File: config.mk
export PLATFORM = sky130hd
export DESIGN_NAME = binary_to_decimal_ascii
export DESIGN_NICKNAME = d
export VERILOG_FILES = /design/src/hdl/b2da_pkg.sv /design/src/hdl/b2da_queue.sv /design/src/hdl/b2da_back.sv /design/src/hdl/binary_to_decimal_ascii.sv
export SDC_FILE = /design/constraint.sdc
export NUM_CORES = 1
export LEC_CHECK = 0
export BUFFER_PORTS_ARGS = -buffer_cell sky130_fd_sc_hd__buf_2
export CAP_MARGIN = 25
export CORE_MARGIN = 10
export CORE_UTILIZATION = 68
export CTS_BUF_LIST = sky130_fd_sc_hd__clkbuf_2 sky130_fd_sc_hd__clkbuf_4 sky130_fd_sc_hd__clkbuf_8
export DETAILED_ROUTE_END_ITERATION = 16
export PLACE_DENSITY = 0.88
export SKIP_CTS_REPAIR_TIMING = 1
export SLEW_MARGIN = 20
export SYNTH_ARGS = -nofsm -noshare
export SYNTH_HDL_FRONTEND = slang
export SYNTH_SLANG_ARGS = --single-unit
File: constraint.sdc
create_clock -name clk_i -period 9.2 [get_ports clk_i]
set_clock_uncertainty 0.15 [all_clocks]
set_input_delay 1.38 -clock clk_i [delete_from_list [all_inputs] [get_ports clk_i]]
set_output_delay 1.38 -clock clk_i [all_outputs]
set_load 0.005 [all_outputs]
File: src/hdl/b2da_pkg.sv
// Package for the binary to decimal ASCII converter.
// Holds shared widths, codes, the queued item type and the back-end state type.
// No dependencies.
package b2da_pkg;

  localparam int VALUE_BITS = 32;
  localparam int IN_BITS    = 32;
  localparam int NUM_DIGITS = 10;
  localparam int BCD_BITS   = 4 * NUM_DIGITS;
  localparam int CNT_W      = 4;
  localparam int STEP_W     = $clog2(VALUE_BITS);
  localparam int QDEPTH     = 2;
  localparam int QPTR_W     = $clog2(QDEPTH);
  localparam int QCNT_W     = $clog2(QDEPTH + 1);

  localparam logic       OP_RAW     = 1'b0;
  localparam logic       OP_DEC     = 1'b1;
  localparam logic [7:0] ASCII_ZERO = 8'h30;
  localparam logic [7:0] ASCII_NINE = 8'h39;

  typedef struct packed {
    logic                  is_dec;
    logic [VALUE_BITS-1:0] value;
    logic [7:0]            raw_char;
  } b2da_item_t;

  typedef struct packed {
    logic valid;
    logic full;
  } b2da_qstat_t;

  typedef enum logic [1:0] {
    ST_IDLE,
    ST_DABBLE,
    ST_SIZE,
    ST_EMIT
  } b2da_state_e;

endpackage

File: src/hdl/b2da_queue.sv
// Short item queue between the front end and the conversion back end.
// Depends on b2da_pkg.
module b2da_queue (
  input  logic                 clk_i,
  input  logic                 rst_ni,
  input  logic                 push_i,
  input  b2da_pkg::b2da_item_t item_i,
  input  logic                 pop_i,
  output b2da_pkg::b2da_item_t item_o,
  output b2da_pkg::b2da_qstat_t stat_o
);
  import b2da_pkg::*;

  b2da_item_t        mem_q [QDEPTH];
  logic [QPTR_W-1:0] wr_q, wr_d, rd_q, rd_d;
  logic [QCNT_W-1:0] cnt_q, cnt_d;

  always_comb begin
    wr_d  = wr_q;
    rd_d  = rd_q;
    cnt_d = cnt_q;
    if (push_i) begin
      wr_d = (wr_q == QPTR_W'(QDEPTH - 1)) ? '0 : wr_q + 1'b1;
    end
    if (pop_i) begin
      rd_d = (rd_q == QPTR_W'(QDEPTH - 1)) ? '0 : rd_q + 1'b1;
    end
    if (push_i && !pop_i) begin
      cnt_d = cnt_q + 1'b1;
    end else if (!push_i && pop_i) begin
      cnt_d = cnt_q - 1'b1;
    end
  end

  always_ff @(posedge clk_i or negedge rst_ni) begin
    if (!rst_ni) begin
      wr_q  <= '0;
      rd_q  <= '0;
      cnt_q <= '0;
    end else begin
      wr_q  <= wr_d;
      rd_q  <= rd_d;
      cnt_q <= cnt_d;
    end
  end

  always_ff @(posedge clk_i) begin
    if (push_i) begin
      mem_q[wr_q] <= item_i;
    end
  end

  assign item_o       = mem_q[rd_q];
  assign stat_o.valid = (cnt_q != '0);
  assign stat_o.full  = (cnt_q == QCNT_W'(QDEPTH));

endmodule

File: src/hdl/b2da_back.sv
// Conversion back end: shift-add-3 sequencer, digit sizing and character emitter.
// Depends on b2da_pkg.
module b2da_back (
  input  logic                  clk_i,
  input  logic                  rst_ni,
  input  b2da_pkg::b2da_item_t  item_i,
  input  b2da_pkg::b2da_qstat_t qstat_i,
  output logic                  pop_o,
  output logic                  strobe_o,
  output logic [7:0]            ascii_char_o,
  output logic [3:0]            char_count_o,
  output logic                  last_o
);
  import b2da_pkg::*;

  b2da_state_e           state_q, state_d;
  logic [VALUE_BITS-1:0] bin_q, bin_d;
  logic [BCD_BITS-1:0]   bcd_q, bcd_d;
  logic [STEP_W-1:0]     step_q, step_d;
  logic [CNT_W-1:0]      cnt_q, cnt_d;
  logic [CNT_W-1:0]      idx_q, idx_d;
  logic                  raw_q, raw_d;
  logic [7:0]            char_q, char_d;
  logic [BCD_BITS-1:0]   bcd_adj;
  logic [CNT_W-1:0]      size_calc;

  always_comb begin
    for (int d = 0; d < NUM_DIGITS; d++) begin
      bcd_adj[d*4 +: 4] = (bcd_q[d*4 +: 4] >= 4'd5) ? bcd_q[d*4 +: 4] + 4'd3
                                                     : bcd_q[d*4 +: 4];
    end
  end

  always_comb begin
    size_calc = CNT_W'(1);
    for (int d = 0; d < NUM_DIGITS; d++) begin
      if (bcd_q[d*4 +: 4] != 4'd0) begin
        size_calc = CNT_W'(d + 1);
      end
    end
  end

  always_comb begin
    state_d  = state_q;
    bin_d    = bin_q;
    bcd_d    = bcd_q;
    step_d   = step_q;
    cnt_d    = cnt_q;
    idx_d    = idx_q;
    raw_d    = raw_q;
    char_d   = char_q;
    pop_o    = 1'b0;
    strobe_o = 1'b0;
    unique case (state_q)
      ST_IDLE: begin
        if (qstat_i.valid) begin
          pop_o  = 1'b1;
          raw_d  = !item_i.is_dec;
          char_d = item_i.raw_char;
          bin_d  = item_i.value;
          bcd_d  = '0;
          step_d = '0;
          cnt_d  = CNT_W'(1);
          idx_d  = '0;
          state_d = item_i.is_dec ? ST_DABBLE : ST_EMIT;
        end
      end
      ST_DABBLE: begin
        {bcd_d, bin_d} = {bcd_adj, bin_q} << 1;
        step_d = step_q + 1'b1;
        if (step_q == STEP_W'(VALUE_BITS - 1)) begin
          state_d = ST_SIZE;
        end
      end
      ST_SIZE: begin
        cnt_d   = size_calc;
        idx_d   = size_calc - 1'b1;
        state_d = ST_EMIT;
      end
      ST_EMIT: begin
        strobe_o = 1'b1;
        idx_d    = idx_q - 1'b1;
        if (idx_q == '0) begin
          state_d = ST_IDLE;
        end
      end
      default: state_d = ST_IDLE;
    endcase
  end

  always_ff @(posedge clk_i or negedge rst_ni) begin
    if (!rst_ni) begin
      state_q <= ST_IDLE;
    end else begin
      state_q <= state_d;
    end
  end

  always_ff @(posedge clk_i) begin
    bin_q  <= bin_d;
    bcd_q  <= bcd_d;
    step_q <= step_d;
    cnt_q  <= cnt_d;
    idx_q  <= idx_d;
    raw_q  <= raw_d;
    char_q <= char_d;
  end

  assign ascii_char_o = raw_q ? char_q : ASCII_ZERO + {4'd0, bcd_q[idx_q*4 +: 4]};
  assign char_count_o = cnt_q;
  assign last_o       = strobe_o && (idx_q == '0);

  a_gap_after_last : assert property (@(posedge clk_i) disable iff (!rst_ni)
    strobe_o && last_o |=> !strobe_o)
    else $error("beat directly after last");

  a_run_continues : assert property (@(posedge clk_i) disable iff (!rst_ni)
    strobe_o && !last_o |=> strobe_o && $stable(char_count_o))
    else $error("run broken or count changed");

  a_digit_range : assert property (@(posedge clk_i) disable iff (!rst_ni)
    strobe_o && !raw_q |-> ascii_char_o >= ASCII_ZERO && ascii_char_o <= ASCII_NINE)
    else $error("converted character is not a digit");

  a_count_range : assert property (@(posedge clk_i) disable iff (!rst_ni)
    strobe_o |-> char_count_o != '0 && char_count_o <= CNT_W'(NUM_DIGITS))
    else $error("character count out of range");

endmodule

File: src/hdl/binary_to_decimal_ascii.sv
// Binary to decimal ASCII converter, top level.
// Uses b2da_pkg, b2da_queue and b2da_back.
//
// Input: an item (opcode_i, value_i) is taken at a clock edge with start
// high and busy low. Opcode 0 passes the low byte of value_i as one
// character; opcode 1 emits the unsigned value as decimal ASCII digits,
// most significant first, no leading zeros, zero gives a single '0'.
// Output: each character is on ascii_char_o for one cycle with strobe_o
// high, together with char_count_o (characters in the run) and last_o.
// An idle back end picks an item up in the cycle after it is taken.
// A raw character is then driven for one cycle. A conversion runs a pickup,
// the serial shift-add-3 loop over every value bit, a sizing step, then
// one character per cycle. The back end takes no new item until it has
// emitted the last character of the current one.
// A two-entry queue holds items while the back end works; busy is high
// while it is full.
// Reset empties the queue and returns the back end to idle.
// The receiver cannot stall: every strobe beat must be taken.
module binary_to_decimal_ascii (
  input  logic        clk_i,
  input  logic        rst_ni,
  input  logic        start,
  output logic        busy,
  input  logic        opcode_i,
  input  logic [31:0] value_i,
  output logic        strobe_o,
  output logic [7:0]  ascii_char_o,
  output logic [3:0]  char_count_o,
  output logic        last_o
);
  import b2da_pkg::*;

  b2da_item_t  in_item, q_item;
  b2da_qstat_t q_stat;
  logic        push, pop;

  assign in_item.is_dec   = (opcode_i == OP_DEC);
  assign in_item.value    = VALUE_BITS'(value_i);
  assign in_item.raw_char = value_i[7:0];

  assign busy = q_stat.full;
  assign push = start && !q_stat.full;

  b2da_queue u_queue (
    .clk_i  (clk_i),
    .rst_ni (rst_ni),
    .push_i (push),
    .item_i (in_item),
    .pop_i  (pop),
    .item_o (q_item),
    .stat_o (q_stat)
  );

  b2da_back u_back (
    .clk_i        (clk_i),
    .rst_ni       (rst_ni),
    .item_i       (q_item),
    .qstat_i      (q_stat),
    .pop_o        (pop),
    .strobe_o     (strobe_o),
    .ascii_char_o (ascii_char_o),
    .char_count_o (char_count_o),
    .last_o       (last_o)
  );

endmodule
==> Word level (Yosys, flattened, before mapping) <==
Memories as Yosys holds them, arrays and structs flattened.
Index checks and enable logic that the tools add are counted.
{ "word_totals": {"input_bits": 36, "word_cells": 122, "output_inout_bits": 15, "ramBits": 82, "reg_bits": 100, "n_memories": 1} }
{ "op_classes": {"shift": 1, "n_eq_ne": 8, "addsub": 18, "n_lt_le_gt_ge": 10, "reduce_logical": 29, "mux": 44} }
{ "memory_table": {"columns": ["name", "depth", "width", "read_ports", "rd_ports_with_merged_regs", "write_ports", "line", "rtl"], "rows": [
  ["u_queue.mem_q", 2, 41, 1, 0, 1, "b2da_queue.sv:14", "b2da_item_t mem_q [QDEPTH];"]
]} }
{ "ops": {"columns": ["operator", "n"], "rows": [
  ["40-bit one-hot mux with 2 select lines", 1],
  ["32-bit one-hot mux with 2 select lines", 1],
  ["4-bit 2-to-1 mux", 14],
  ["4-bit by 3-bit greater-or-equal comparator with 1-bit output (second input constant)", 10],
  ["40-bit 2-to-1 mux", 1],
  ["40-bit by 7-bit indexed part select with 4-bit output", 1],
  ["4-bit by 2-bit adder with 4-bit output (second input constant)", 9],
  ["4-bit nonzero test", 9],
  ["32-bit 2-to-1 mux", 1],
  ["2-bit 2-to-1 mux", 8],
  ["3-bit 2-to-1 mux", 5],
  ["4-bit one-hot mux with 3 select lines", 1],
  ["5-bit one-hot mux with 2 select lines", 1],
  ["8-bit 2-to-1 mux", 1],
  ["2-bit one-hot mux with 4 select lines", 1],
  ["4-bit one-hot mux with 2 select lines", 1],
  ["2-bit AND reduction", 4],
  ["2-bit nonzero test", 4],
  ["4-bit by 1-bit subtractor with 4-bit output (second input constant)", 2],
  ["6-bit by 4-bit adder with 7-bit output (first input constant)", 1],
  ["1-bit 2-to-1 mux", 7],
  ["2-bit equality test (second input constant)", 3],
  ["5-bit by 1-bit adder with 5-bit output (second input constant)", 1],
  ["5-bit equality test (second input constant)", 1],
  ["other kinds (14)", 22]
]} }

==> Logic depth before layout (Yosys ltp) <==
{ "logic_depth": {"word_depth": 12, "depth_mapped": 10, "ltp_nobuf": 10} }

==> By module <==
A second synthesis with hierarchy kept.
{ "hier_totals": {"cells_unflattened": 574, "area_unflattened_um2": 8653.3} }
{ "by_module_without_submodules": {"columns": ["mod", "cells_each", "area_per_inst_um2", "instances", "seq_area_each_um2"], "rows": [
  ["b2da_back", 429, 5288.8, 1, 2872.8],
  ["b2da_queue", 144, 3350.7, 1, 2562.5],
  ["binary_to_decimal_ascii", 1, 13.8, 1, 0.0]
]} }

==> Least setup slack after synthesis <==
No wires, ideal clock.
{ "synth_path": {"path_kind": "reg2reg", "start": "register u_back.state_q[1]", "end": "register u_back.bcd_q[0] (enable)", "synth_period_minus_slack_ps": 5211, "setup_ps": 512, "arrival_ps": 4549, "setup_slack_ps": 3989, "t_required_ps": 8538, "path_stages_with_launch": 7, "path_buffers": 2, "path_cell_list": "dfrtp_1 > inv_1 > ha_1 > clkbuf_1 > clkbuf_1 > nor2_1 > nor2_1"} }
{ "synth_via": {"elab_chain_cells": 3, "word_cells_on_any_way": 5, "classes_between": "eq/ne (2); reduce/logical (3)"} }
{ "synth_lines": {"columns": ["item", "line", "rtl"], "rows": [
  ["start: declaration", "b2da_back.sv:16", "b2da_state_e state_q, state_d;"],
  ["start signal: assignment", "b2da_back.sv:95", "state_q <= state_d;"],
  ["2-bit by 1-bit equality test with 1-bit output or 2-bit logical NOT (tied branches)", "b2da_back.sv:54", "unique case (state_q)"],
  ["2-bit nonzero test (no line) or 2-bit != test (tied branches)", null, null],
  ["2-bit AND reduction (no line) (*)", null, null],
  ["end signal: assignment", "b2da_back.sv:101", "bcd_q <= bcd_d;"],
  ["end: declaration", "b2da_back.sv:18", "logic [BCD_BITS-1:0] bcd_q, bcd_d;"]
]} }
Every way passes the cells marked *; elsewhere a longest branch is shown, timed or not.
A chain may end at the register's enable or synchronous reset.

==> Worst setup path in the final report <==
{ "layout_path": {"start": "register u_back.idx_q[0]", "end": "output ascii_char_o[3]"} }
{ "layout_via": {"elab_chain_cells": 3} }
{ "layout_lines": {"columns": ["item", "line", "rtl"], "rows": [
  ["start: declaration", "b2da_back.sv:21", "logic [CNT_W-1:0] idx_q, idx_d;"],
  ["start signal: assignment", "b2da_back.sv:104", "idx_q <= idx_d;"],
  ["40-bit by 7-bit indexed part select with 4-bit output", "b2da_back.sv:109", "assign ascii_char_o = raw_q ? char_q : ASCII_ZERO + {4'd0, bcd_q[idx_q*4 +: 4]};"],
  ["6-bit by 4-bit adder with 7-bit output", "b2da_back.sv:109", null],
  ["8-bit 2-to-1 mux", "b2da_back.sv:109", null],
  ["end: declaration", "binary_to_decimal_ascii.sv:27", "output logic [7:0] ascii_char_o,"]
]} }
Every way passes these cells.

==> run summary <==
Max-slew violation count = 0
Per-cell routed wire length = 18.2 um
Final core utilization = 76.1%
Layout cell share with drive strength beyond 1 = 18.3%
Fin. Hold Viols = 0
Critical Path Sink Type = output port
Synthesis Warnings = 0
Routed WL = 14400 um
PD cells = 381 mW/mm2
CP startpoint = u_back.idx_q[0]
Outcome = finished clean
Row cnt = 39
CTS tree = built
Cell area after layout = 0.00865 mm2
Minimum clock period = 4140 ps
WP data required = 7670 ps
Worst Setup EP = ascii_char_o[3]
Worst-margin pin slew = 874 ps
Antenna Cells = 0
Die area = 0.0163 mm2
Setup TNS = 0 ps
Yosys reg bits = 166
Antenna viol nets, final = 0
Die height = 128 um
Detail Placement HPWL = 9900 um
Grt total ovfl = 0
Gpl congestion = 0.850
Largest cells by area after synthesis = edfxtp_1 61%, ha_1 4.9%, mux2i_1 4.3%
Total CTS buffers = 17
Largest net degree at the start of global routing = 104
First drt pass iteration count = 5
RSZ-0062 raised after global routing = false
Clk sinks = 166
Io pins = 51
Levels on crit path = 5
Slew HR = 41.7%
Crit path largest cell delay = 840 ps
Ys async rst share = 3.61%
Final Total Pwr = 3.29 mW
CP top delay family = multiplexers
DR iter-0 viols = 434
Leak pwr = 3.27 nW
RR Startpoint = u_back.bcd_q[28]
Syn Area/Cell = 13.5 um2
Largest area contributor in the netlist = edfxtp_1
Top cell type's share of synthesized area = 61.0%
Hold Path Class = reg -> reg
Vias/cell = 5.85
Max Cap Viol = 0
Startpoint types = flop
Worst-Skew Late Latency = 470 ps
Synth Flop Type = edfxtp_1
Syn-to-layout area delta = 9.92%
CP Class = reg -> out
Maximum vdd ir drop = 0.209 mV
Synth cell types = 45
CP Buf/Inv Count = 1
FF-to-FF path depth = 10
Hold Crit Start = u_queue.wr_q
Fmax = 242 MHz
Final Setup Violations = 0
Final cell count without fillers = 792
Syn_nets = 650
Die width = 128 um
Root buffer cell = clkbuf_8
Number of synthesized flops with an enable pin = 160
Reg-to-reg endpoint = u_back.idx_q[2]
Period utilization = 45.0%
Tot GR Track Use = 18.5%
Reg clk slew, reported paths = 80 ps
Core area = 0.0114 mm2
Routed via count = 4632
Clk buf depth = 2
R2R setup slack = 6340 ps
Vias in the first global route = 4895
Worst-path maximum fanout = 14
Drc violations = 0
Initial antenna violation count = 0
First-pass GRT wire length = 23500 um
Area post-placement = 0.00826 mm2
Post-layout nets = 703
Register area share after synthesis = 62.9%
H-Tree Level Count = 4
Crit path DAT = 2610 ps
Cell Chain, Critical Path = mux4_1, nand3b_1, o21ai_0, mux2_2, buf_2
Starting Density = 69.2%
Number of port buffers = 50
CP max stage cell = edfxtp_1
Synthesized area = 0.00787 mm2
Cell count after synthesis = 583
Inst Count DP = 760
-- layout by cell type (no fill, tap or decap), types with 13 or more instances in the layout --
cell type  Yosys  layout
mux2i_1       34      34
xnor2_1       14      14
mux2_2        19      19
ha_1          31      30
nor3b_1       15      15
nand2b_1      14      14
and2_1        28      28
buf_2          5      50
edfxtp_1     160     160
o21ai_0       51      51
nor2_1        26      24
inv_1         29      29
clkbuf_8       0      17
xor2_1        13      13
nand2_1       59      59
-- where the power goes --
group / internal, mW / leakage [nW] / switching, mW
sequential: 1.30 / 1.62 / 0.248
clock: 0.247 / 0.193 / 0.266
combinational: 0.527 / 1.45 / 0.706
-- registers in the layout, indices dropped and copies added (netlist names) --
register / count
u_queue.wr_q: 1
u_back.bcd_q: 40
u_back.raw_q: 1
u_back.state_q: 2
u_queue.mem_q: 66
u_back.bin_q: 32
u_back.idx_q: 4
u_queue.rd_q: 1
u_back.char_count_o: 4
u_queue.cnt_q: 2
u_back.step_q: 5
u_back.char_q: 8
-- synthesized netlist by cell type (2+ instances only) --
master,instances
mux2_2,19
nand2_1,59
nor2_1,26
clkbuf_1,15
edfxtp_1,160
xnor2_1,14
nand2b_1,14
mux4_2,7
ha_1,31
nand3b_1,4
or3b_1,2
xor2_1,13
nor3b_2,2
and3_1,2
or3b_2,2
inv_1,29
a21oi_1,11
a21boi_0,12
and2_1,28
mux2i_1,34
buf_2,5
nor3b_1,15
o21ai_0,51
nor2b_1,2
dfrtp_1,6
-- worst min path at each step --
stage	endpoint	slack, ps	depth (start not counted)
final	u_queue.wr_q	380	1
after detailed placement	u_queue.wr_q	360	1
after CTS	u_queue.wr_q	370	1
after global routing	u_queue.wr_q	410	1
after floorplan	u_queue.wr_q	310	1
after global placement	u_queue.wr_q	350	1
-- per-layer routing --
metal / vias to the layer above / wire length, um / global-route usage, %
li1: 2224 / - / -
met1: 2236 / 5740 / 20.9
met2: 144 / 7620 / 32.0
met3: 28 / 744 / 5.87
met4: 0 / 336 / 7.42
met5: - / 0 / 0
-- through the flow --
stage | hold WS, ps | setup WS [ps]
6_report | 376 | 5060
5_1_grt | 413 | 4850
3_3_place_gp | 346 | 5560
4_1_cts | 374 | 5000
3_5_place_dp | 360 | 5510
2_1_floorplan | 311 | 3990
-- kinds of logic after synthesis --
logic type | count (synthesis) | synth area share, %
fa+ha+maj | 31 | 4.93
buf+inv | 50 | 2.56
compound gates | 84 | 6.25
xor+xnor | 27 | 3.00
flops | 166 | 62.9
mux | 61 | 9.38
simple gates | 164 | 11.0
-- worst register-to-register path, cell delays in order (launching register included) --
cell       delay [ps]
edfxtp_1          500
inv_1             130
ha_1              150
or3b_2            460
nor2_1            240
o21ai_0           180
a2bb2oi_1         250
inv_1              80
ha_1              220
xor2_1            190
nor2_1             60
-- final cells by class --
class,instances,area (um2)
flip-flops and latches,166,4950
multi-input cells,367,2730
fillers,704,2720
repair buffers,55,288
clock buffers,18,241
well taps,143,179
clock inverters,14,153
inverters,29,109
Note: power is estimated with default switching activity, not from simulation.
